### src/sv/mer_pkg.sv
`timescale 1ns / 1ps
// Shared widths, codes and microcode word layout for the midpoint ellipse rasterizer.
// No dependencies; every other file imports this package.
package mer_pkg;

	localparam int RADIUS_BITS   = 10;
	localparam int COORD_BITS    = 13;
	localparam int REG_BITS      = 11;
	localparam int CFG_DATA_BITS = (RADIUS_BITS > REG_BITS) ? RADIUS_BITS : REG_BITS;
	localparam int CFG_IDX_BITS  = 3;
	localparam int R2_BITS       = 2 * RADIUS_BITS;
	localparam int SQ_BITS       = 2 * (RADIUS_BITS + 1);
	localparam int MUL_BITS      = SQ_BITS + 2;
	localparam int DEC_BITS      = 2 * MUL_BITS;
	localparam int PC_BITS       = 5;

	localparam logic [CFG_IDX_BITS-1:0] CFG_RADIUS_X     = CFG_IDX_BITS'(0);
	localparam logic [CFG_IDX_BITS-1:0] CFG_RADIUS_Y     = CFG_IDX_BITS'(1);
	localparam logic [CFG_IDX_BITS-1:0] CFG_CENTER_X     = CFG_IDX_BITS'(2);
	localparam logic [CFG_IDX_BITS-1:0] CFG_CENTER_Y     = CFG_IDX_BITS'(3);
	localparam logic [CFG_IDX_BITS-1:0] CFG_SCREEN_MAX_Y = CFG_IDX_BITS'(4);

	localparam logic [REG_BITS-1:0] SCREEN_MAX_Y_RESET = REG_BITS'(479);

	typedef enum logic [PC_BITS-1:0] {
		ST_IDLE = 5'd0,
		ST_SQ_A,
		ST_SQ_B,
		ST_INIT0,
		ST_INIT1,
		ST_INIT2,
		ST_INIT3,
		ST_START,
		ST_ADV,
		ST_TEST0,
		ST_TEST1,
		ST_R1_BRANCH,
		ST_R1_BASE,
		ST_R1_DIAG,
		ST_R1_COMMIT,
		ST_SW0,
		ST_SW1,
		ST_SW2,
		ST_SW3,
		ST_SW4,
		ST_SW5,
		ST_SW_COMMIT,
		ST_R2_BASE,
		ST_R2_COND,
		ST_R2_DIAG,
		ST_R2_COMMIT,
		ST_EMIT
	} step_t;

	typedef enum logic [3:0] {
		SRC_ONE,
		SRC_RX,
		SRC_RY,
		SRC_A2,
		SRC_B2,
		SRC_SQ,
		SRC_XP1,
		SRC_X2P1,
		SRC_X2P2,
		SRC_X2P3,
		SRC_YM1,
		SRC_Y2M1,
		SRC_2M2Y,
		SRC_3M2Y
	} src_t;

	typedef enum logic [2:0] {
		MD_NONE,
		MD_PROD,
		MD_A2,
		MD_B2,
		MD_SQ
	} mdst_t;

	typedef enum logic [2:0] {
		ACC_HOLD,
		ACC_SET,
		ACC_ADD,
		ACC_SUB,
		ACC_DEC_ADD
	} acc_op_t;

	typedef enum logic [3:0] {
		COND_NEVER,
		COND_ALWAYS,
		COND_NO_ITEM,
		COND_IDLE_ADV,
		COND_NOT_RESTART,
		COND_REGION2,
		COND_ACC_NONNEG,
		COND_DEC_NEG,
		COND_DEC_NONNEG
	} cond_t;

	typedef struct packed {
		src_t       src_a;
		src_t       src_b;
		mdst_t      mdst;
		acc_op_t    acc_op;
		logic [1:0] shift;
		logic       inc_x;
		logic       dec_y;
		logic       commit;
		logic       start;
		logic       set_r2;
		logic       emit;
		cond_t      cond;
		step_t      target;
	} ctl_t;

	typedef struct packed {
		logic restart;
		logic active;
		logic region2;
		logic dec_neg;
		logic acc_neg;
		logic out_busy;
	} stat_t;

	typedef struct packed {
		logic ready;
		logic run;
	} seq_t;

	localparam ctl_t CTL_NOP = '{
		src_a:  SRC_ONE,
		src_b:  SRC_ONE,
		mdst:   MD_NONE,
		acc_op: ACC_HOLD,
		shift:  2'd0,
		inc_x:  1'b0,
		dec_y:  1'b0,
		commit: 1'b0,
		start:  1'b0,
		set_r2: 1'b0,
		emit:   1'b0,
		cond:   COND_NEVER,
		target: ST_IDLE
	};

endpackage

### src/sv/mer_if.sv


interface mer_pixel_if;
	import mer_pkg::*;
	logic                         valid;
	logic                         ready;
	logic signed [COORD_BITS-1:0] x_right;
	logic signed [COORD_BITS-1:0] x_left;
	logic signed [COORD_BITS-1:0] y_upper;
	logic signed [COORD_BITS-1:0] y_lower;
	logic                         last_point;
	modport source(output valid, output x_right, output x_left, output y_upper,
		output y_lower, output last_point, input ready);
	modport sink(input valid, input x_right, input x_left, input y_upper,
		input y_lower, input last_point, output ready);
endinterface

### src/sv/mer_datapath.sv
`timescale 1ns / 1ps
// Shared multiplier, accumulator, curve state, configuration registers and output register.
// Depends on mer_pkg and the pixel channel interface in mer_if.sv.
module mer_datapath (
	input  logic                               clk,
	input  logic                               arst_n,
	input  mer_pkg::ctl_t                      ctl,
	input  logic                               run,
	input  logic                               item_accept,
	input  logic                               item_restart,
	input  logic                               cfg_we,
	input  logic [mer_pkg::CFG_IDX_BITS-1:0]   cfg_index,
	input  logic [mer_pkg::CFG_DATA_BITS-1:0]  cfg_wdata,
	output mer_pkg::stat_t                     stat,
	mer_pixel_if.source                        pixel
);
	import mer_pkg::*;

	function automatic logic signed [MUL_BITS-1:0] pick(
		input src_t s,
		input logic signed [MUL_BITS-1:0] rx,
		input logic signed [MUL_BITS-1:0] ry,
		input logic signed [MUL_BITS-1:0] a2,
		input logic signed [MUL_BITS-1:0] b2,
		input logic signed [MUL_BITS-1:0] sq,
		input logic signed [MUL_BITS-1:0] x,
		input logic signed [MUL_BITS-1:0] y
	);
		logic signed [MUL_BITS-1:0] v;
		unique case (s)
			SRC_ONE:  v = MUL_BITS'(1);
			SRC_RX:   v = rx;
			SRC_RY:   v = ry;
			SRC_A2:   v = a2;
			SRC_B2:   v = b2;
			SRC_SQ:   v = sq;
			SRC_XP1:  v = x + MUL_BITS'(1);
			SRC_X2P1: v = (x <<< 1) + MUL_BITS'(1);
			SRC_X2P2: v = (x <<< 1) + MUL_BITS'(2);
			SRC_X2P3: v = (x <<< 1) + MUL_BITS'(3);
			SRC_YM1:  v = y - MUL_BITS'(1);
			SRC_Y2M1: v = (y <<< 1) - MUL_BITS'(1);
			SRC_2M2Y: v = MUL_BITS'(2) - (y <<< 1);
			SRC_3M2Y: v = MUL_BITS'(3) - (y <<< 1);
			default:  v = '0;
		endcase
		return v;
	endfunction

	logic [RADIUS_BITS-1:0] rx_q, ry_q;
	logic [REG_BITS-1:0]    cx_q, cy_q, smy_q;
	logic [RADIUS_BITS-1:0] ox_q, oy_q;
	logic signed [DEC_BITS-1:0] dec_q;
	logic region2_q, active_q, restart_q;

	logic [R2_BITS-1:0]         a2_q, b2_q;
	logic [SQ_BITS-1:0]         sq_q;
	logic signed [DEC_BITS-1:0] prod_q, acc_q;

	logic signed [MUL_BITS-1:0] rx_w, ry_w, a2_w, b2_w, sq_w, x_w, y_w;
	logic signed [MUL_BITS-1:0] op_a, op_b;
	logic signed [DEC_BITS-1:0] prod_w, term_w;

	logic                         out_valid_q;
	logic signed [COORD_BITS-1:0] x_right_q, x_left_q, y_upper_q, y_lower_q;
	logic                         last_q;
	logic [COORD_BITS-1:0]        cx_w, cy_w, smy_w, ox_w, oy_w;
	logic                         do_emit;

	assign rx_w = MUL_BITS'(rx_q);
	assign ry_w = MUL_BITS'(ry_q);
	assign a2_w = MUL_BITS'(a2_q);
	assign b2_w = MUL_BITS'(b2_q);
	assign sq_w = MUL_BITS'(sq_q);
	assign x_w  = MUL_BITS'(ox_q);
	assign y_w  = MUL_BITS'(oy_q);

	assign op_a   = pick(ctl.src_a, rx_w, ry_w, a2_w, b2_w, sq_w, x_w, y_w);
	assign op_b   = pick(ctl.src_b, rx_w, ry_w, a2_w, b2_w, sq_w, x_w, y_w);
	assign prod_w = DEC_BITS'(op_a) * DEC_BITS'(op_b);
	assign term_w = prod_q <<< ctl.shift;

	assign do_emit = ctl.emit && run;

	// configuration registers
	always_ff @(posedge clk or negedge arst_n) begin
		if (!arst_n) begin
			rx_q  <= '0;
			ry_q  <= '0;
			cx_q  <= '0;
			cy_q  <= '0;
			smy_q <= SCREEN_MAX_Y_RESET;
		end else if (cfg_we) begin
			unique case (cfg_index)
				CFG_RADIUS_X:     rx_q  <= cfg_wdata[RADIUS_BITS-1:0];
				CFG_RADIUS_Y:     ry_q  <= cfg_wdata[RADIUS_BITS-1:0];
				CFG_CENTER_X:     cx_q  <= cfg_wdata[REG_BITS-1:0];
				CFG_CENTER_Y:     cy_q  <= cfg_wdata[REG_BITS-1:0];
				CFG_SCREEN_MAX_Y: smy_q <= cfg_wdata[REG_BITS-1:0];
				default: ;
			endcase
		end
	end

	// curve state
	always_ff @(posedge clk or negedge arst_n) begin
		if (!arst_n) begin
			ox_q      <= '0;
			oy_q      <= '0;
			dec_q     <= '0;
			region2_q <= 1'b0;
			active_q  <= 1'b0;
			restart_q <= 1'b0;
		end else begin
			if (item_accept) begin
				restart_q <= item_restart;
			end
			if (run) begin
				if (ctl.start) begin
					ox_q      <= '0;
					oy_q      <= ry_q;
					region2_q <= 1'b0;
					active_q  <= 1'b1;
					dec_q     <= acc_q;
				end else begin
					if (ctl.commit) begin
						dec_q <= acc_q;
					end
					if (ctl.inc_x) begin
						ox_q <= ox_q + 1'b1;
					end
					if (ctl.dec_y) begin
						oy_q <= oy_q - 1'b1;
					end
					if (ctl.set_r2) begin
						region2_q <= 1'b1;
					end
				end
				if (ctl.emit && (oy_q == '0)) begin
					active_q <= 1'b0;
				end
			end
		end
	end

	// multiplier destinations and accumulator
	always_ff @(posedge clk) begin
		if (run) begin
			unique case (ctl.mdst)
				MD_NONE: ;
				MD_PROD: prod_q <= prod_w;
				MD_A2:   a2_q   <= prod_w[R2_BITS-1:0];
				MD_B2:   b2_q   <= prod_w[R2_BITS-1:0];
				MD_SQ:   sq_q   <= prod_w[SQ_BITS-1:0];
				default: ;
			endcase
			unique case (ctl.acc_op)
				ACC_HOLD:    ;
				ACC_SET:     acc_q <= term_w;
				ACC_ADD:     acc_q <= acc_q + term_w;
				ACC_SUB:     acc_q <= acc_q - term_w;
				ACC_DEC_ADD: acc_q <= dec_q + term_w;
				default: ;
			endcase
		end
	end

	// output register
	assign cx_w  = COORD_BITS'(cx_q);
	assign cy_w  = COORD_BITS'(cy_q);
	assign smy_w = COORD_BITS'(smy_q);
	assign ox_w  = COORD_BITS'(ox_q);
	assign oy_w  = COORD_BITS'(oy_q);

	always_ff @(posedge clk or negedge arst_n) begin
		if (!arst_n) begin
			out_valid_q <= 1'b0;
		end else if (do_emit) begin
			out_valid_q <= 1'b1;
		end else if (pixel.ready) begin
			out_valid_q <= 1'b0;
		end
	end

	always_ff @(posedge clk) begin
		if (do_emit) begin
			x_right_q <= cx_w + ox_w;
			x_left_q  <= cx_w - ox_w;
			y_upper_q <= smy_w - (cy_w + oy_w);
			y_lower_q <= smy_w - cy_w + oy_w;
			last_q    <= (oy_q == '0);
		end
	end

	assign pixel.valid      = out_valid_q;
	assign pixel.x_right    = x_right_q;
	assign pixel.x_left     = x_left_q;
	assign pixel.y_upper    = y_upper_q;
	assign pixel.y_lower    = y_lower_q;
	assign pixel.last_point = last_q;

	assign stat.restart  = restart_q;
	assign stat.active   = active_q;
	assign stat.region2  = region2_q;
	assign stat.dec_neg  = dec_q[DEC_BITS-1];
	assign stat.acc_neg  = acc_q[DEC_BITS-1];
	assign stat.out_busy = out_valid_q && !pixel.ready;

endmodule

### src/flat_wrapper.sv
// flat-port wrapper written by rule: the top's interface ports become plain ports
module mer_datapath_flat import mer_pkg::*;
  (clk, arst_n, ctl, run, item_accept, item_restart, cfg_we, cfg_index, cfg_wdata, stat, pixel_valid, pixel_x_right, pixel_x_left, pixel_y_upper, pixel_y_lower, pixel_last_point, pixel_ready);
  mer_pixel_if pixel_i ();
  input  logic clk;
  input  logic arst_n;
  input  mer_pkg::ctl_t ctl;
  input  logic run;
  input  logic item_accept;
  input  logic item_restart;
  input  logic cfg_we;
  input  logic [mer_pkg::CFG_IDX_BITS-1:0] cfg_index;
  input  logic [mer_pkg::CFG_DATA_BITS-1:0] cfg_wdata;
  output mer_pkg::stat_t stat;
  output wire logic [$bits(pixel_i.valid)-1:0] pixel_valid;
  output wire logic [$bits(pixel_i.x_right)-1:0] pixel_x_right;
  output wire logic [$bits(pixel_i.x_left)-1:0] pixel_x_left;
  output wire logic [$bits(pixel_i.y_upper)-1:0] pixel_y_upper;
  output wire logic [$bits(pixel_i.y_lower)-1:0] pixel_y_lower;
  output wire logic [$bits(pixel_i.last_point)-1:0] pixel_last_point;
  input wire logic [$bits(pixel_i.ready)-1:0] pixel_ready;
  assign pixel_valid = pixel_i.valid;
  assign pixel_x_right = pixel_i.x_right;
  assign pixel_x_left = pixel_i.x_left;
  assign pixel_y_upper = pixel_i.y_upper;
  assign pixel_y_lower = pixel_i.y_lower;
  assign pixel_last_point = pixel_i.last_point;
  assign pixel_i.ready = pixel_ready;
  mer_datapath u_core (.clk(clk), .arst_n(arst_n), .ctl(ctl), .run(run), .item_accept(item_accept), .item_restart(item_restart), .cfg_we(cfg_we), .cfg_index(cfg_index), .cfg_wdata(cfg_wdata), .stat(stat), .pixel(pixel_i));
endmodule
### config.mk
export PLATFORM = sky130hd
export DESIGN_NAME = mer_datapath_flat
export DESIGN_NICKNAME = d
export VERILOG_FILES = /design/src/sv/mer_pkg.sv /design/src/sv/mer_if.sv /design/src/sv/mer_datapath.sv /design/src/flat_wrapper.sv
export SDC_FILE = /design/constraint.sdc
export NUM_CORES = 2
export LEC_CHECK = 0
export BUFFER_PORTS_ARGS = -buffer_cell sky130_fd_sc_hd__buf_4
export CAP_MARGIN = 20
export CORE_MARGIN = 4
export CORE_UTILIZATION = 65
export DETAILED_ROUTE_END_ITERATION = 8
export PLACE_DENSITY = 0.85
export SETUP_SLACK_MARGIN = 0.02
export SYNTH_ARGS = -nofsm -noshare
export SYNTH_HDL_FRONTEND = slang
export SYNTH_SLANG_ARGS = --single-unit
### constraint.sdc
create_clock -name clk -period 9.92 [get_ports clk]
set_input_delay 1.984 -clock clk [delete_from_list [all_inputs] [get_ports clk]]
set_output_delay 1.984 -clock clk [all_outputs]
set_load 0.01 [all_outputs]
Word-level counts from Yosys, hierarchy flattened
Index checks and enable logic that the tools add are counted.

storage, ports and cells
  bits in registers = 336
  input port bits = 52
  output and inout port bits = 60
  word-level logic and storage cells = 126

operators by class
  add/sub/neg operators = 19
  multipliers = 1
  eq/ne operators = 38
  shift operators = 1
  multiplexer cells = 15
  reductions and logical operators = 30

operator list
  kind                                                  count
  one-hot mux 24 bit (14 select lines)                  2
  one-hot mux 48 bit (4 select lines)                   1
  adder 48 bit                                          2
  2-to-1 mux 48 bit                                     2
  equality test 4 bit (second input constant)           12
  multiplier 24 x 24 -> 48 bit                          1
  <<< shifter 48 x 2 -> 48 bit                          1
  subtractor 48 bit                                     1
  2-to-1 mux 10 bit                                     4
  equality test 4 x 3 -> 1 bit (second input constant)  8
  AND reduction 2 bit                                   15
  adder 11 x 10 -> 12 bit                               2
  adder 11 x 2 -> 12 bit (second input constant)        2
  subtractor 2 x 11 -> 12 bit (first input constant)    2
  equality test 3 x 2 -> 1 bit (second input constant)  6
  equality test 4 x 2 -> 1 bit (second input constant)  4
  adder 13 x 10 -> 13 bit                               1
  subtractor 11 x 13 -> 13 bit                          1
  adder 11 x 1 -> 12 bit (second input constant)        1
  nonzero test 2 bit                                    6
  subtractor 11 x 1 -> 12 bit (second input constant)   1
  subtractor 11 x 10 -> 12 bit                          1
  subtractor 11 x 11 -> 12 bit                          1
  adder 10 x 1 -> 11 bit (second input constant)        1
  13 further kinds                                      26

Logic depth before layout (Yosys ltp)
  word-level depth = 4
  gate-level depth with buffers = 39
  mapped depth without buffers = 36

Worst setup path before layout
OpenSTA, ideal clock, no wires.

  path kind = input to register
  start = input ctl[26] (netlist bit)
  end = register u_core.prod_q[47] (data pin)
  library setup time = 0.260 ns
  arrival = 9.783 ns
  required time = 9.660 ns
  path slack = -0.123 ns
  cell stages on the path = 33
  path buffers = 3
  path through = clkbuf_1 -> nand2b_1 -> nor3_1 -> clkbuf_1 -> a221oi_1 -> o211ai_1 -> nor2_1 -> o221ai_1 -> clkbuf_1 -> nand2_1 -> fa_1 -> inv_1 -> fa_1 -> inv_1 -> fa_1 -> inv_1 -> fa_1 -> inv_1 -> fa_1 -> inv_1 -> fa_1 -> inv_1 -> fa_1 -> inv_1 -> ha_1 -> a2111oi_1 -> and4bb_1 -> o21ai_1 -> a221oi_2 -> o31ai_1 -> and3_1 -> a221oi_2 -> xnor2_1

between the ends
  word-level cells in the longest chain between the ends = 3
  elaborated cells on any way between the ends = 16
  classes of those cells = mul (1); eq/ne (13); mux (1); reduce/logical (1)

ends and longest elaborated chain
  element                                      RTL line             text
  from (decl)                                  flat_wrapper.sv:7    input mer_pkg::ctl_t ctl;
  equality test 4 bit (tied with other cells)  mer_datapath.sv:30   unique case (s)
  one-hot mux 24 bit (14 select lines) (*)     mer_datapath.sv:30
  multiplier 24 x 24 -> 48 bit (*)             mer_datapath.sv:80   assign prod_w = DEC_BITS'(op_a) * DEC_BITS'(op_b);
  net u_core.prod_w[47]                        mer_datapath.sv:62   logic signed [DEC_BITS-1:0] prod_w, term_w;
  to (signal assigned)                         mer_datapath.sv:151  MD_PROD: prod_q <= prod_w;
  to (decl)                                    mer_datapath.sv:58   logic signed [DEC_BITS-1:0] prod_q, acc_q;

Mark *: on every way through the listed nets, which the timed path passes. The rest lies on a longest branch.
A chain may end at the register's enable or synchronous reset.

Final worst setup path
  start = input ctl[30] (netlist bit)
  end = register u_core.prod_q[47] (data pin)

The elaborated chain is that of the path after synthesis.

==> run summary <==
Number of antenna violations at the first check in global routing -> 0
Count of max-cap constraint violations -> 0
Critical path's slowest cell -> sky130_fd_sc_hd__fa_1
Synth Instances -> 4781
Combinational fraction of design power -> 75.8%
Leading cell types by total area after synthesis -> sky130_fd_sc_hd__fa_1 27%, sky130_fd_sc_hd__edfxtp_1 14%, sky130_fd_sc_hd__ha_1 8.2%, sky130_fd_sc_hd__inv_1 6.7%, sky130_fd_sc_hd__dfrtp_1 6.6%
Clk slew on worst S/H paths -> 0.06 ns
Number of hold violations in the final report -> 0
Top-count cell post-synth -> sky130_fd_sc_hd__inv_1
Pleak -> 0.0236 uW
Overall die width -> 270 um
Status -> finished, final reports clean
Routed len/inst -> 21.8 um
Period minus WS final -> 9.68 ns
First-iteration detailed-routing DRC count -> 3846
Layout-stage area growth over the synthesis result -> 13.2%
Remaining DRCs -> 0
Number of standard cells in the layout, taps in and fillers out -> 6042
Minimum hold slack -> 0.500 ns
Number of vias in the routed layout -> 37200
Post-Synthesis Net Count -> 5727
Core Rows -> 95
Number of I/O pins -> 112
Final worst clock skew -> 0.0210 ns
Post-place instance area -> 49100 um2
Worst hold path class -> flip-flop to flip-flop
Hold bufs inserted after CTS -> 0
Most used flip-flop cell after synthesis -> sky130_fd_sc_hd__edfxtp_1
Biggest area consumer among synthesized cells -> sky130_fd_sc_hd__fa_1
Post-DR vias/cell -> 6.15
Area share of the largest cell type after synthesis -> 27.0%
Routed Antenna Nets -> 0
Number of buffers inserted by port buffering -> 101
DIE AREA -> 72900 um2
Setup repair after global routing missed its margin -> yes
Maximum single-stage delay on the critical path -> 0.51 ns
Cell Int Power -> 8480 uW
Critical path class -> primary input to flip-flop
Iteration count of the initial detailed-routing pass -> 9
# H-tree levels -> 2
NumNets Final -> 6088
First-pass GRT wire length -> 207 mm
Global placer's final weighted congestion -> 1.05
Required @ worst endpoint -> 10.21 ns
Post-Syn Area per Cell -> 9.33 um2
Net switching share of the total power -> 47.6%
Largest net degree at the start of global routing -> 73
Final cell area excluding filler cells -> 50500 um2
Number of enable-type register cells in the synthesized netlist -> 208
Wire length after detailed routing -> 132 mm
Data arrival time at the worst-slack endpoint -> 9.97 ns
Slew of the pin with the lowest slew margin -> 1.05 ns
Root Driver -> sky130_fd_sc_hd__clkbuf_16
Sw Pwr -> 7710 uW
Initial Utilization -> 66.0%
Sum of overflow across all layers after global routing -> 0
Cell area after technology mapping -> 44600 um2
Part of the Yosys area used for sequential elements -> 21.0%
Final Cycle Share -> 97.5%
Share of cells above drive strength 1 -> 17.1%
Slew Limit Fails -> 0
Clock group share of total power -> 8.2%
Core Region -> 67600 um2
Critical path endpoint category -> flip-flop
Total clock buffers created by CTS -> 35
Overall Power -> 16200 uW
Post-synthesis cell type count -> 102
Vias in the first global route -> 39100
Overall fraction of global-route tracks in use -> 35.5%
CP max FO -> 11
Power density normalized to cell area -> 321 nW/um2
Post-Route Setup TNS -> 0 ns
Clock insertion delay at the later pin of the skew report -> 0.56 ns
Most numerous cell types in the synthesized netlist -> 799 x sky130_fd_sc_hd__inv_1, 601 x sky130_fd_sc_hd__fa_1, 580 x sky130_fd_sc_hd__nand2_1
Dpl cells -> 5970
Chip Height -> 270 um
Cell type with the highest occurrence count on the critical path -> sky130_fd_sc_hd__fa_1
CTS tree -> built
Sequential Power Share -> 16.0%
Final count of negative-setup-slack endpoints -> 0
Relative max-transition margin -> 29.9%
DP HPWL -> 107 mm
Maximum root-to-sink buffer count -> 3
Worst vdd ir -> 0.318 mV
Yosys warning count -> 0
Max Fclk -> 0.103 GHz
Type of origin of the critical path -> primary input
Clk sinks -> 333
Number of antenna diodes -> 0
Asr flop ratio synth -> 37.5%
Number of storage elements in the synthesis netlist -> 333
critical path, delay by kind of cell:
kind            cells  cell delay, ns
xor+xnor            1            0.10
compound gates      9            1.75
fa+ha+maj           8            3.66
buf+inv            11            1.40
simple gates        6            1.07
cell type report:
cell class,count,area (um2)
Timing Repair Buffer,546,4470
Sequential cell,333,9380
Clock buffer,47,983
Multi-Input combinational cell,3425,31400
Fill cell,4514,17100
Clock inverter,17,140
Inverter,801,3010
Tap cell,873,1090
final timing paths:
kind                                  startpoint                 to  slack (ns)  cells after the start
min in group asynchronous                 arst_n     u_core.cy_q[5]        1.38                      1
worst min register to register  u_core.dec_q[44]   u_core.dec_q[44]        0.50                      1
worst max-delay path                     ctl[30]  u_core.prod_q[47]        0.24                     35
max in group asynchronous                 arst_n   u_core.dec_q[11]        7.47                      3
worst max register to register    u_core.ox_q[1]  u_core.prod_q[44]        0.43                     34
worst min-delay path            u_core.dec_q[44]   u_core.dec_q[44]        0.50                      1
cell families (layout without fill, tap and decap cells):
family	Yosys count	count (layout)	share of synthesized area [%]
buffers and inverters	1023	1411	9.09
other	1	1	0.00841
adders and majority gates	894	894	35.2
and+or+nand+nor	1231	1231	12.5
xor gates and xnor gates	202	202	3.97
AOI/OAI and AO/OA	889	889	13.0
DFF	333	333	21.0
muxes	208	208	5.26
per-stage QoR:
| step | setup slack (ns) | utilization, % |
|---|---|---|
| 3_3_place_gp | -0.458 | 72.6 |
| 3_5_place_dp | -0.553 | 72.6 |
| 6_report | 0.244 | 74.6 |
| 5_1_grt | -0.0399 | 74.6 |
| 2_1_floorplan | 0.0440 | - |
| 4_1_cts | 0.115 | 74.3 |
cells in the final DEF, fill, tap and decap left out, drive strengths merged, types with 13 or more instances in the layout:
master / netlist / routed
and3: 28 / 28
a22oi: 50 / 50
or2: 13 / 13
ha: 293 / 293
mux2i: 42 / 42
o21bai: 30 / 30
nand4: 22 / 22
nand2: 593 / 593
a221oi: 19 / 19
a21o: 82 / 82
dfrtp: 117 / 117
a211oi: 20 / 20
inv: 801 / 806
o21ai: 201 / 201
nor2b: 50 / 50
fa: 601 / 601
o211ai: 16 / 16
nand3: 46 / 46
mux2: 161 / 161
a222oi: 16 / 16
clkbuf: 138 / 48
nand2b: 37 / 37
xnor2: 128 / 128
o221ai: 31 / 31
edfxtp: 208 / 208
a21oi: 273 / 273
xor2: 74 / 74
nor3: 44 / 44
buf: 84 / 545
and2: 47 / 47
o21a: 38 / 38
nor2: 304 / 304
routing by layer:
layer  GRT usage (%)  wire length, um
met3            6.73            13200
met4            15.9             7030
met2            59.2            61700
met5               0                0
met1            45.4            49500
registers in the layout, summed over array words and instances (netlist names), 12 cells and up:
signal / cells
u_core.sq_q: 22
u_core.prod_q: 48
u_core.dec_q: 48
u_core.pixel.y_upper: 13
u_core.b2_q: 20
u_core.pixel.x_right: 12
u_core.acc_q: 48
u_core.pixel.y_lower: 13
u_core.a2_q: 20
power groups by stage:
stage / combinational, uW / clock (uW) / sequential (uW)
finish: 12300 / 1330 / 2590
global route: 13400 / 1390 / 2610
CTS: 11900 / 1340 / 2580
detailed placement: 11800 / 0 / 2600
global placement: 11200 / 0 / 2580
floorplan: 7290 / 0 / 2530
timing repair:
item / in CTS / in global routing
endpoints found under the setup margin: 1 / 19
pin swaps: 0 / 9
resized for setup: 2 / 33
gates cloned: 0 / 1
hold endpoints to repair: 0 / 0
buffers inserted: 0 / 4
Note: power is estimated with default switching activity, not from simulation.
