## src/sv/mer_pkg.sv

```systemverilog
`timescale 1ns / 1ps
// Shared widths, codes and microcode word layout for the midpoint ellipse rasterizer.
// No dependencies; every other file imports this package.
package mer_pkg;

	localparam int RADIUS_BITS   = 10;
	localparam int COORD_BITS    = 13;
	localparam int REG_BITS      = 11;
	localparam int CFG_DATA_BITS = (RADIUS_BITS > REG_BITS) ? RADIUS_BITS : REG_BITS;
	localparam int CFG_IDX_BITS  = 3;
	localparam int R2_BITS       = 2 * RADIUS_BITS;
	localparam int SQ_BITS       = 2 * (RADIUS_BITS + 1);
	localparam int MUL_BITS      = SQ_BITS + 2;
	localparam int DEC_BITS      = 2 * MUL_BITS;
	localparam int PC_BITS       = 5;

	localparam logic [CFG_IDX_BITS-1:0] CFG_RADIUS_X     = CFG_IDX_BITS'(0);
	localparam logic [CFG_IDX_BITS-1:0] CFG_RADIUS_Y     = CFG_IDX_BITS'(1);
	localparam logic [CFG_IDX_BITS-1:0] CFG_CENTER_X     = CFG_IDX_BITS'(2);
	localparam logic [CFG_IDX_BITS-1:0] CFG_CENTER_Y     = CFG_IDX_BITS'(3);
	localparam logic [CFG_IDX_BITS-1:0] CFG_SCREEN_MAX_Y = CFG_IDX_BITS'(4);

	localparam logic [REG_BITS-1:0] SCREEN_MAX_Y_RESET = REG_BITS'(479);

	typedef enum logic [PC_BITS-1:0] {
		ST_IDLE = 5'd0,
		ST_SQ_A,
		ST_SQ_B,
		ST_INIT0,
		ST_INIT1,
		ST_INIT2,
		ST_INIT3,
		ST_START,
		ST_ADV,
		ST_TEST0,
		ST_TEST1,
		ST_R1_BRANCH,
		ST_R1_BASE,
		ST_R1_DIAG,
		ST_R1_COMMIT,
		ST_SW0,
		ST_SW1,
		ST_SW2,
		ST_SW3,
		ST_SW4,
		ST_SW5,
		ST_SW_COMMIT,
		ST_R2_BASE,
		ST_R2_COND,
		ST_R2_DIAG,
		ST_R2_COMMIT,
		ST_EMIT
	} step_t;

	typedef enum logic [3:0] {
		SRC_ONE,
		SRC_RX,
		SRC_RY,
		SRC_A2,
		SRC_B2,
		SRC_SQ,
		SRC_XP1,
		SRC_X2P1,
		SRC_X2P2,
		SRC_X2P3,
		SRC_YM1,
		SRC_Y2M1,
		SRC_2M2Y,
		SRC_3M2Y
	} src_t;

	typedef enum logic [2:0] {
		MD_NONE,
		MD_PROD,
		MD_A2,
		MD_B2,
		MD_SQ
	} mdst_t;

	typedef enum logic [2:0] {
		ACC_HOLD,
		ACC_SET,
		ACC_ADD,
		ACC_SUB,
		ACC_DEC_ADD
	} acc_op_t;

	typedef enum logic [3:0] {
		COND_NEVER,
		COND_ALWAYS,
		COND_NO_ITEM,
		COND_IDLE_ADV,
		COND_NOT_RESTART,
		COND_REGION2,
		COND_ACC_NONNEG,
		COND_DEC_NEG,
		COND_DEC_NONNEG
	} cond_t;

	typedef struct packed {
		src_t       src_a;
		src_t       src_b;
		mdst_t      mdst;
		acc_op_t    acc_op;
		logic [1:0] shift;
		logic       inc_x;
		logic       dec_y;
		logic       commit;
		logic       start;
		logic       set_r2;
		logic       emit;
		cond_t      cond;
		step_t      target;
	} ctl_t;

	typedef struct packed {
		logic restart;
		logic active;
		logic region2;
		logic dec_neg;
		logic acc_neg;
		logic out_busy;
	} stat_t;

	typedef struct packed {
		logic ready;
		logic run;
	} seq_t;

	localparam ctl_t CTL_NOP = '{
		src_a:  SRC_ONE,
		src_b:  SRC_ONE,
		mdst:   MD_NONE,
		acc_op: ACC_HOLD,
		shift:  2'd0,
		inc_x:  1'b0,
		dec_y:  1'b0,
		commit: 1'b0,
		start:  1'b0,
		set_r2: 1'b0,
		emit:   1'b0,
		cond:   COND_NEVER,
		target: ST_IDLE
	};

endpackage

```

## src/sv/mer_ucode_rom.sv

```systemverilog
`timescale 1ns / 1ps
// Microprogram ROM: one control word per sequencer step.
// Depends on mer_pkg for the control word layout and step names.
module mer_ucode_rom (
	input  mer_pkg::step_t pc,
	output mer_pkg::ctl_t  ctl
);
	import mer_pkg::*;

	ctl_t w;

	always_comb begin
		w = CTL_NOP;
		unique case (pc)
			ST_IDLE: begin
				w.cond = COND_NO_ITEM;
				w.target = ST_IDLE;
			end
			ST_SQ_A: begin
				w.src_a = SRC_RX; w.src_b = SRC_RX; w.mdst = MD_A2;
				w.cond = COND_IDLE_ADV; w.target = ST_IDLE;
			end
			ST_SQ_B: begin
				w.src_a = SRC_RY; w.src_b = SRC_RY; w.mdst = MD_B2;
				w.cond = COND_NOT_RESTART; w.target = ST_ADV;
			end
			ST_INIT0: begin
				w.src_a = SRC_B2; w.src_b = SRC_ONE; w.mdst = MD_PROD;
			end
			ST_INIT1: begin
				w.src_a = SRC_A2; w.src_b = SRC_ONE; w.mdst = MD_PROD;
				w.acc_op = ACC_SET; w.shift = 2'd2;
			end
			ST_INIT2: begin
				w.src_a = SRC_A2; w.src_b = SRC_RY; w.mdst = MD_PROD;
				w.acc_op = ACC_ADD; w.shift = 2'd0;
			end
			ST_INIT3: begin
				w.acc_op = ACC_SUB; w.shift = 2'd2;
			end
			ST_START: begin
				w.start = 1'b1;
				w.cond = COND_ALWAYS; w.target = ST_EMIT;
			end
			ST_ADV: begin
				w.src_a = SRC_B2; w.src_b = SRC_XP1; w.mdst = MD_PROD;
				w.cond = COND_REGION2; w.target = ST_R2_BASE;
			end
			ST_TEST0: begin
				w.src_a = SRC_A2; w.src_b = SRC_Y2M1; w.mdst = MD_PROD;
				w.acc_op = ACC_SET; w.shift = 2'd1;
			end
			ST_TEST1: begin
				w.acc_op = ACC_SUB; w.shift = 2'd0;
			end
			ST_R1_BRANCH: begin
				w.src_a = SRC_B2; w.src_b = SRC_X2P3; w.mdst = MD_PROD;
				w.cond = COND_ACC_NONNEG; w.target = ST_SW0;
			end
			ST_R1_BASE: begin
				w.src_a = SRC_A2; w.src_b = SRC_2M2Y; w.mdst = MD_PROD;
				w.acc_op = ACC_DEC_ADD; w.shift = 2'd2;
				w.cond = COND_DEC_NEG; w.target = ST_R1_COMMIT;
			end
			ST_R1_DIAG: begin
				w.acc_op = ACC_ADD; w.shift = 2'd2; w.dec_y = 1'b1;
			end
			ST_R1_COMMIT: begin
				w.commit = 1'b1; w.inc_x = 1'b1;
				w.cond = COND_ALWAYS; w.target = ST_EMIT;
			end
			ST_SW0: begin
				w.src_a = SRC_X2P1; w.src_b = SRC_X2P1; w.mdst = MD_SQ;
			end
			ST_SW1: begin
				w.src_a = SRC_B2; w.src_b = SRC_SQ; w.mdst = MD_PROD;
			end
			ST_SW2: begin
				w.src_a = SRC_YM1; w.src_b = SRC_YM1; w.mdst = MD_SQ;
				w.acc_op = ACC_SET; w.shift = 2'd0;
			end
			ST_SW3: begin
				w.src_a = SRC_A2; w.src_b = SRC_SQ; w.mdst = MD_PROD;
			end
			ST_SW4: begin
				w.src_a = SRC_A2; w.src_b = SRC_B2; w.mdst = MD_PROD;
				w.acc_op = ACC_ADD; w.shift = 2'd2;
			end
			ST_SW5: begin
				w.acc_op = ACC_SUB; w.shift = 2'd2;
			end
			ST_SW_COMMIT: begin
				w.commit = 1'b1; w.set_r2 = 1'b1;
			end
			ST_R2_BASE: begin
				w.src_a = SRC_A2; w.src_b = SRC_3M2Y; w.mdst = MD_PROD;
			end
			ST_R2_COND: begin
				w.src_a = SRC_B2; w.src_b = SRC_X2P2; w.mdst = MD_PROD;
				w.acc_op = ACC_DEC_ADD; w.shift = 2'd2;
				w.cond = COND_DEC_NONNEG; w.target = ST_R2_COMMIT;
			end
			ST_R2_DIAG: begin
				w.acc_op = ACC_ADD; w.shift = 2'd2; w.inc_x = 1'b1;
			end
			ST_R2_COMMIT: begin
				w.commit = 1'b1; w.dec_y = 1'b1;
				w.cond = COND_ALWAYS; w.target = ST_EMIT;
			end
			ST_EMIT: begin
				w.emit = 1'b1;
				w.cond = COND_ALWAYS; w.target = ST_IDLE;
			end
			default: begin
				w.cond = COND_ALWAYS; w.target = ST_IDLE;
			end
		endcase
	end

	assign ctl = w;

endmodule

```

## config.mk

```make
export PLATFORM = sky130hd
export DESIGN_NAME = mer_ucode_rom
export DESIGN_NICKNAME = d
export VERILOG_FILES = /design/src/sv/mer_pkg.sv /design/src/sv/mer_ucode_rom.sv
export SDC_FILE = /design/constraint.sdc
export NUM_CORES = 1
export LEC_CHECK = 0
export BUFFER_PORTS_ARGS = -buffer_cell sky130_fd_sc_hd__buf_2
export CAP_MARGIN = 0
export CORE_MARGIN = 1
export CORE_UTILIZATION = 50
export DETAILED_ROUTE_END_ITERATION = 6
export PLACE_DENSITY = 0.84
export SLEW_MARGIN = 20
export SYNTH_ARGS = -nofsm -noshare
export SYNTH_HDL_FRONTEND = slang
export SYNTH_SLANG_ARGS = --single-unit
```

## constraint.sdc

```tcl
create_clock -name vclk -period 1
set_input_delay 0 -clock vclk [all_inputs]
set_output_delay 0 -clock vclk [all_outputs]
set_load 0.05 [all_outputs]
```

==> results of run 1 <==
cell usage after synthesis, types with 2 or more instances:
cell,count,area (um^2)
o21ai_1,6,30.0
and3_1,3,18.8
nand3_1,4,20.0
a211o_1,2,17.5
o21ai_0,6,30.0
buf_6,4,45.0
mux2i_1,2,20.0
o22ai_1,6,37.5
o21a_1,4,30.0
buf_2,10,50.1
nor2_1,19,71.3
nor3_1,5,25.0
nor2b_1,8,50.1
a211oi_1,2,15.0
nand2_1,11,41.3
or3_1,2,12.5
nand2b_1,9,56.3
and2_1,2,12.5
a21oi_1,17,85.1
cells by family after synthesis:
family          count (synthesis)
simple gates                   68
xor+xnor                        1
compound gates                 53
mux                             3
buf+inv                        18
metrics by stage:
stage                   area (um^2)  setup WS [ps]
after floorplan                1050           -215
after global placement         1520           -183
==> summary.md, run 1 <==
| Metric | Value |
|---|---|
| Status | aborted with a tool error |
| Failing step | 3_5_place_dp |
| First Err | [ERROR DPL-0033] detailed placement checks failed during check placement. |
| Simple-gate share of the synthesized area | 42.0% |
| Effective utilization at floorplan | 54.4% |
| PortBufs | 36 |
| Post-synthesis adder-cell area fraction | 0% |
| Mapped Cells | 143 |
| Die width | 42.7 um |
| Synth warnings | 0 |
| Largest family of logic cells by synthesized area | simple AND/OR/NAND/NOR gates |
| Cell row count | 14 |
| I/O pin cnt | 36 |
| Detailed placement HPWL | 4.07 mm |
| Syn Area/Cell | 5.79 um^2 |
| XOR/XNOR share of the synthesized area | 1.06% |
| Unique cell type count in the Yosys netlist | 40 |
| Multiplexer area fraction after synthesis | 3.78% |
| Die height | 42.7 um |
| Netlist Area Pre-Place | 828 um^2 |
| Register area share after synthesis | 0% |
| RD Place Congestion | 0.976 |
| Synth Area in Compound Gates | 39.4% |
| Syn nets | 148 |
==> run 2, diff against run 1 <==
CORE_AREA = 2 2 63 65   (was default)
CORE_MARGIN = default   (was 1)
CORE_UTILIZATION = default   (was 50)
DIE_AREA = 0 0 65 67   (was default)
PLACE_DENSITY = default   (was 0.84)
PLACE_DENSITY_LB_ADDON = 0.15   (was default)
==> summary.md, run 2 <==
| Metric | Value |
|---|---|
| Status | finished, violations left (was aborted with a tool error) |
| Failing checks | negative setup slack |
| NetSw | 0.000659 W |
| First-pass GRT wire length | 6.18 mm |
| Final min period | 1010 ps |
| Most frequent cell after synthesis | nor2_1 (unchanged) |
| FFs & Latches | 0 |
| Commonest cells post-synth | nor2_1, a21oi_1, nand2_1 (unchanged) |
| Final setup fails | 3 |
| GRT overflow | 0 |
| CORE AREA | 3610 um^2 |
| Crit path launch | pc[1] |
| Worst Setup Start Kind | primary input |
| TNS Setup | -26.3 ps |
| Netlist Area Pre-Place | 828 um^2 (unchanged) |
| Wire length per cell | 14.0 um |
| Yosys top cell by area | a21oi_1 (unchanged) |
| PnR worst setup slack | -14.7 ps |
| Dpl cells | 272 |
| Post-route insts no fill | 277 |
| Final Hold Viols | 0 |
| Die height | 67 um (was 42.7 um) |
| CP Class | in -> out |
| Share of the synthesized area in the top cell type | 10.3% (unchanged) |
| Hold endpoint | ctl[21] |
| Part of the power in the clock network | 0% |
| Layout area overhead | 156% |
| GRT met1 Usage | 22.3% |
| Met3 usage | 0.845% |
| Min-delay worst type | in -> out |
| Max-slew headroom | 82.0% |
| First-pass detailed-route iteration total | 4 |
| Detailed placement HPWL | 2.84 mm (was 4.07 mm) |
| Fin crit share | 101% |
| Routed Antenna Nets | 0 |
| Cell row count | 22 (was 14) |
| Mapped Cells | 143 (unchanged) |
| Via-to-Cell Ratio | 4.91 |
| Worst Setup End Kind | primary output |
| Layout cells sized above 1 | 71.2% |
| Worst slew pin tran | 268 ps |
| Worst slack, placed | -270 ps |
| Unique cell type count in the Yosys netlist | 40 (unchanged) |
| Hold Crit Start | pc[4] |
| Logic gate share of total power | 100.0% |
| Drc violations | 0 |
| Met2 GRT Util | 32.6% |
| Post-route cell area | 2120 um^2 |
| Max Fclk | 985 MHz |
| WP data required | 1000 ps |
| Syn nets | 148 (unchanged) |
| Register area share after synthesis | 0% (unchanged) |
| I/O pin cnt | 36 (unchanged) |
| Clock buffers | 0 |
| Static leakage | 0.929 nW |
| Largest net degree at the start of global routing | 16 |
| Nets | 236 |
| PortBufs | 36 (unchanged) |
| Area contributors post-synth | a21oi_1, nor2_1, nand2b_1, buf_2, nor2b_1 (unchanged) |
| Final Core Density | 58.8% |
| Number of global-route vias before repair | 1,366 |
| Die Area | 4360 um^2 |
| Syn Area/Cell | 5.79 um^2 (unchanged) |
| 1st-iter DRT viols | 41 |
| Switching Share | 54.5% |
| Maximum vdd drop | 249 uV |
| Worst Path Max Fanout | 5 |
| RD Place Congestion | 0.792 (was 0.976) |
| FF/Latch Area | 0 um^2 |
| Post-CTS Hold Fix Bufs | 0 |
| Antenna violations before repair | 0 |
| Most frequent cells in the layout | buf_4, buf_6, nand2_1 |
| DP Area | 1650 um^2 |
| Inserted Diodes | 0 |
| Via count | 1,359 |
| P_int | 0.000550 W |
| Commonest non-fill, non-tap cell in the layout | buf_4 |
| Effective utilization at floorplan | 23.0% (was 54.4%) |
| Hold path cells | 4 |
| Synth warnings | 0 (unchanged) |
| GRT busiest layer | met2 |
| Post-Route WL | 3.89 mm |
| WP data arrival | 1010 ps |
| Total Routing Usage GR | 17.4% |
| Reg power frac | 0% |
| Die width | 65 um (was 42.7 um) |
| Power per cell area | 570 nW/um^2 |
| Slew Viols, Final | 0 |
| Maxcap violations | 0 |
| RSZ-0062 raised after global routing | yes |
run 2: layout make-up:
cell class                 count  area (um^2)
fill                         325         1480
multi-input combinational    125         1080
timing repair buffer         102          976
tap                           48         60.1
inverter                       2         7.51
run 2: logic make-up after synthesis:
logic type             Yosys count  synth area share (%)
AO/OA/AOI/OAI                   53                  39.4
XOR/XNOR                         1                  1.06
AND/OR/NAND/NOR                 68                  42.0
buffers and inverters           18                  13.7
multiplexers                     3                  3.78
run 2: layer usage:
layer	share of wire [%]	vias to the layer above	routed length [um]
met4	0.46	0	18
met3	2.2	2	84
met2	52	25	2030
li1	-	689	-
met5	0	-	0
met1	45	643	1760
run 2: worst max-delay path, stage by stage:
cell,delay [ps]
buf_12,110
buf_6,120
and3_4,180
o21ai_2,170
o21a_1,200
o22ai_4,70
buf_6,150
run 2: how the worst max path moves through the flow:
stage | to | slack, ps | cells after the start
finish | ctl[27] | -10 | 7
global placement | ctl[15] | -280 | 6
floorplan | ctl[24] | -210 | 4
detailed placement | ctl[15] | -270 | 6
global route | ctl[29] | -50 | 8
CTS | ctl[24] | -20 | 6
run 2: through the flow:
step / hold WS, ps / power (W)
after global placement: 568 / 0.000953
after global routing: 483 / 0.00128
after floorplan: 258 / 0.000662
after CTS: 485 / 0.00111
after detailed placement: 565 / 0.000959
final: 473 / 0.00121
run 2: timing repair:
action | 4_1_cts | 5_1_grt
buffers inserted | 2 | 1
gates resized for setup | 77 | 37
pin swaps | 6 | 6
gates cloned | 0 | 2
endpoints found under the setup margin | 31 | 26
run 2: power groups by stage:
stage | Clock [W] | Combinational, W | Sequential (W)
2_1_floorplan | 0 | 0.000662 | 0
3_3_place_gp | 0 | 0.000953 | 0
3_5_place_dp | 0 | 0.000959 | 0
4_1_cts | 0 | 0.00111 | 0
5_1_grt | 0 | 0.00128 | 0
6_report | 0 | 0.00121 | 0
Power figures use the tool's default switching activity.
==> run 3, diff against run 2 <==
REMOVE_ABC_BUFFERS = 1   (was default)
==> summary.md, run 3 (synthesis results as in run 2) <==
| Metric | Value |
|---|---|
| End of the critical path | ctl[1] (was ctl[27]) |
| TNS Setup | 0 ps (was -26.3 ps) |
| Detailed placement HPWL | 2.53 mm (was 2.84 mm) |
| Critical path, cell by cell | buf_12, buf_8, or2_4, o21ai_4, a22oi_1, o21ai_1, buf_6 (was buf_12, buf_6, and3_4, o21ai_2, o21a_1, o22ai_4, buf_6) |
| Largest net degree at the start of global routing | 21 (was 16) |
| Post-route insts no fill | 262 (was 277) |
| Layout area overhead | 113% (was 156%) |
| 1st-iter DRT viols | 86 (was 41) |
| Fill cell count | 352 (was 325) |
| PortBufs | 36 (unchanged) |
| RD Place Congestion | 0.847 (was 0.792) |
| WP data required | 1000 ps (about the same) |
| Max-slew headroom | 78.4% (was 82.0%) |
| CP Class | in -> out (unchanged) |
| First-pass GRT wire length | 5.29 mm (was 6.18 mm) |
| Worst Setup End Kind | primary output (unchanged) |
| GRT overflow | 0 (unchanged) |
| Final Hold Viols | 0 (unchanged) |
| First-pass detailed-route iteration total | 4 (unchanged) |
| Fin crit share | 99.4% (was 101%) |
| Maxcap violations | 0 (unchanged) |
| Commonest non-fill, non-tap cell in the layout | buf_4 (unchanged) |
| Total Routing Usage GR | 14.9% (was 17.4%) |
| Dpl cells | 255 (was 272) |
| Final setup fails | 0 (was 3) |
| Drc violations | 0 (unchanged) |
| Worst slew pin tran | 324 ps (was 268 ps) |
| Cell row count | 22 (unchanged) |
| FFs & Latches | 0 (unchanged) |
| CORE AREA | 3610 um^2 (unchanged) |
| Crit path launch | pc[1] (unchanged) |
| Most frequent cells in the layout | buf_4, a21oi_1, nor2_1, buf_6, nand2_1 (was buf_4, buf_6, nand2_1) |
| Critical path depth | 7 (unchanged) |
| Nets | 221 (was 236) |
| FF/Latch Area | 0 um^2 (unchanged) |
| Power per cell area | 580 nW/um^2 (was 570 nW/um^2) |
| Via-to-Cell Ratio | 4.89 (was 4.91) |
| Via count | 1,282 (was 1,359) |
| Final min period | 994 ps (was 1010 ps) |
| Die Area | 4360 um^2 (unchanged) |
| Hold path cells | 4 (unchanged) |
| Number of global-route vias before repair | 1,204 (was 1,366) |
| Inserted Diodes | 0 (unchanged) |
| Final Core Density | 48.9% (was 58.8%) |
| RSZ-0062 raised after global routing | yes (unchanged) |
| Effective utilization at floorplan | 23.0% (unchanged) |
| Slew Viols, Final | 0 (unchanged) |
| Clock buffers | 0 (unchanged) |
| Min-delay worst type | in -> out (unchanged) |
| Antenna violations before repair | 0 (unchanged) |
| Die height | 67 um (unchanged) |
| CP max stage cell | or2_4 (was o21a_1) |
| Worst Setup Start Kind | primary input (unchanged) |
| Routed Antenna Nets | 0 (unchanged) |
| Worst slack, placed | -230 ps (was -270 ps) |
| Static leakage | 0.827 nW (was 0.929 nW) |
| Maximum vdd drop | 197 uV (was 249 uV) |
| I/O pin cnt | 36 (unchanged) |
| WP data arrival | 990 ps (was 1010 ps) |
| Max Fclk | 1010 MHz (was 985 MHz) |
| Wire length per cell | 13.4 um (was 14.0 um) |
| Post-Route WL | 3.51 mm (was 3.89 mm) |
| Buf/Inv on CP | 3 (unchanged) |
| Die width | 65 um (unchanged) |
| Worst Path Max Fanout | 7 (was 5) |
| Status | finished, final reports clean (was finished, violations left) |
| Largest delay share family, worst path | buffers and inverters (was compound AO/OA/AOI/OAI gates) |
| Largest stage delay, worst path | 250 ps (was 200 ps) |
| PnR worst setup slack | 5.93 ps (was -14.7 ps) |
| Layout cells sized above 1 | 57.0% (was 71.2%) |
[run 3: layout make-up]
| class | count | area (um^2) | share of cell area (%) |
|---|---|---|---|
| inverter | 2 | 7.51 | 0.426 |
| multi-input combinational | 125 | 882 | 50.0 |
| timing repair buffer | 87 | 813 | 46.1 |
| tap | 48 | 60.1 | 3.41 |
[run 3: repair_timing]
item,4_1_cts,5_1_grt
setup buffers,3,2
gates cloned,0,2
endpoints found under the setup margin,30,26
hold buffers,0,0
pin swaps,7,14
resized for setup,56,51
[run 3: worst min-delay path: cells and delay by family]
family | cells | cell delay [ps]
AOI/OAI and AO/OA | 1 | 70
and+or+nand+nor | 1 | 50
buffers and inverters | 2 | 290
[run 3: routing by layer]
metal	wire length, um	GRT usage, %	up-vias
li1	-	-	662
met5	0	0	-
met4	43	1.86	0
met2	1790	27.7	29
met1	1560	19.3	587
met3	113	0.676	4
[run 3: worst min path at each step]
stage                     start  endpoint  slack [ps]
after floorplan           pc[4]    ctl[7]         170
after global placement    pc[3]    ctl[1]         530
after detailed placement  pc[3]    ctl[1]         540
after CTS                 pc[3]    ctl[1]         420
after global routing      pc[3]    ctl[1]         430
final                     pc[3]    ctl[1]         410
[run 3: metrics by stage]
step | power, W | hold slack [ps] | instance area, um^2
finish | 0.00102 | 407 | 1760
global route | 0.00108 | 433 | 1760
CTS | 0.000900 | 419 | 1500
detailed placement | 0.000786 | 537 | 1290
global placement | 0.000788 | 527 | 1290
floorplan | 0.000460 | 175 | 722
[run 3: where the power goes]
group	total [W]	switching (W)	internal, W
logic	0.00102	0.000574	0.000450
registers	0	0	0
clock network	0	0	0
==> run 4, diff against run 3 <==
RECOVER_POWER = 100   (was default)
==> summary.md, run 4 (synthesis results as in run 2) <==
| Metric | Value |
|---|---|
| Max Fclk | 1010 MHz (about the same) |
| Layout cells sized above 1 | 57.0% (unchanged) |
| Die height | 67 um (unchanged) |
| Fin crit share | 99.4% (about the same) |
| Number of global-route vias before repair | 1,204 (unchanged) |
| Worst Setup Start Kind | primary input (unchanged) |
| RSZ-0062 raised after global routing | yes (unchanged) |
| Worst Setup End Kind | primary output (unchanged) |
| I/O pin cnt | 36 (unchanged) |
| Maximum vdd drop | 197 uV (about the same) |
| Final min period | 994 ps (about the same) |
| Slew Viols, Final | 0 (unchanged) |
| FFs & Latches | 0 (unchanged) |
| GRT overflow | 0 (unchanged) |
| Largest net degree at the start of global routing | 21 (unchanged) |
| Die width | 65 um (unchanged) |
| Die Area | 4360 um^2 (unchanged) |
| WP data required | 1000 ps (about the same) |
| Static leakage | 0.821 nW (was 0.827 nW) |
| Effective utilization at floorplan | 23.0% (unchanged) |
| Worst slack, placed | -230 ps (unchanged) |
| Via count | 1,282 (unchanged) |
| Clock buffers | 0 (unchanged) |
| Detailed placement HPWL | 2.53 mm (unchanged) |
| Via-to-Cell Ratio | 4.89 (unchanged) |
| Post-route cell area | 1760 um^2 (about the same) |
| RD Place Congestion | 0.847 (unchanged) |
| Nets | 221 (unchanged) |
| CP Class | in -> out (unchanged) |
| Power per cell area | 580 nW/um^2 (about the same) |
| Hold Crit Start | pc[3] (unchanged) |
| Worst slew pin tran | 324 ps (unchanged) |
| Layout area overhead | 113% (about the same) |
| Status | finished, final reports clean (unchanged) |
| Commonest non-fill, non-tap cell in the layout | buf_4 (unchanged) |
| Drc violations | 0 (unchanged) |
| WP data arrival | 990 ps (about the same) |
| DP Area | 1290 um^2 (unchanged) |
| Max-slew headroom | 78.4% (unchanged) |
| Worst Path Max Fanout | 7 (unchanged) |
| First-pass detailed-route iteration total | 4 (unchanged) |
| Routed Antenna Nets | 0 (unchanged) |
| Post-Route WL | 3.51 mm (about the same) |
| Crit path launch | pc[1] (unchanged) |
| Final Hold Viols | 0 (unchanged) |
| Maxcap violations | 0 (unchanged) |
| First-pass GRT wire length | 5.29 mm (unchanged) |
| Min-delay worst type | in -> out (unchanged) |
| Inserted Diodes | 0 (unchanged) |
| PortBufs | 36 (unchanged) |
| 1st-iter DRT viols | 83 (was 86) |
| Most frequent cells in the layout | buf_4, a21oi_1, nor2_1, buf_6, nand2_1 (unchanged) |
| Final setup fails | 0 (unchanged) |
| Antenna violations before repair | 0 (unchanged) |
| Cell row count | 22 (unchanged) |
| Wire length per cell | 13.4 um (about the same) |
| CORE AREA | 3610 um^2 (unchanged) |
| Total Routing Usage GR | 14.9% (unchanged) |
| FF/Latch Area | 0 um^2 (unchanged) |
| PnR worst setup slack | 6.08 ps (was 5.93 ps) |
[run 4: changes by cell type in the layout (fill, tap and decap cells not counted), sizes merged]
cell / delta
clkbuf: +8
buf: -8
[run 4: critical path, stage by stage]
cell and delay (ps):
buf_12 120, buf_8 130, or2_4 250, o21ai_4 70
a22oi_1 100, o21ai_1 160, buf_6 180
[run 4: final timing paths]
check | to | slack (ps) | cells past startpoint
hold / removal | ctl[1] | 410 | 4
setup / recovery | ctl[1] | 6 | 7
[run 4: power breakdown]
group	switching [W]	internal (W)	total [W]
sequential	0	0	0
clock	0	0	0
combinational	0.000574	0.000448	0.00102
[run 4: timing repair]
| action | in CTS | in global routing |
|---|---|---|
| resized for setup | 56 | 51 |
| pin swaps | 7 | 14 |
| hold buffers | 0 | 0 |
| setup buffers | 3 | 2 |
| setup endpoints to repair | 30 | 26 |
| gates cloned | 0 | 2 |
[run 4: layer usage]
layer	vias up	track usage [%]	part of all wire, %
li1	661	-	-
met1	588	19.3	45
met2	29	27.7	51
met3	4	0.676	3.2
met4	0	1.86	1.2
met5	-	0	0
[run 4: cell type report]
class / instances / area [um^2]
Fill cell: 353 / 1850
Inverter: 2 / 7.51
Multi-Input combinational cell: 125 / 882
Timing Repair Buffer: 87 / 811
Tap cell: 48 / 60.1
[run 4: per-stage QoR]
stage	power, W	setup TNS [ps]	hold slack (ps)	instances	util [%]
detailed placement	0.000786	-4000	537	255	35.8
CTS	0.000900	-138	419	258	41.6
global placement	0.000788	-3900	527	255	35.8
floorplan	0.000460	-4290	175	127	-
finish	0.00102	0	407	262	48.8
global route	0.00108	-133	433	262	48.8
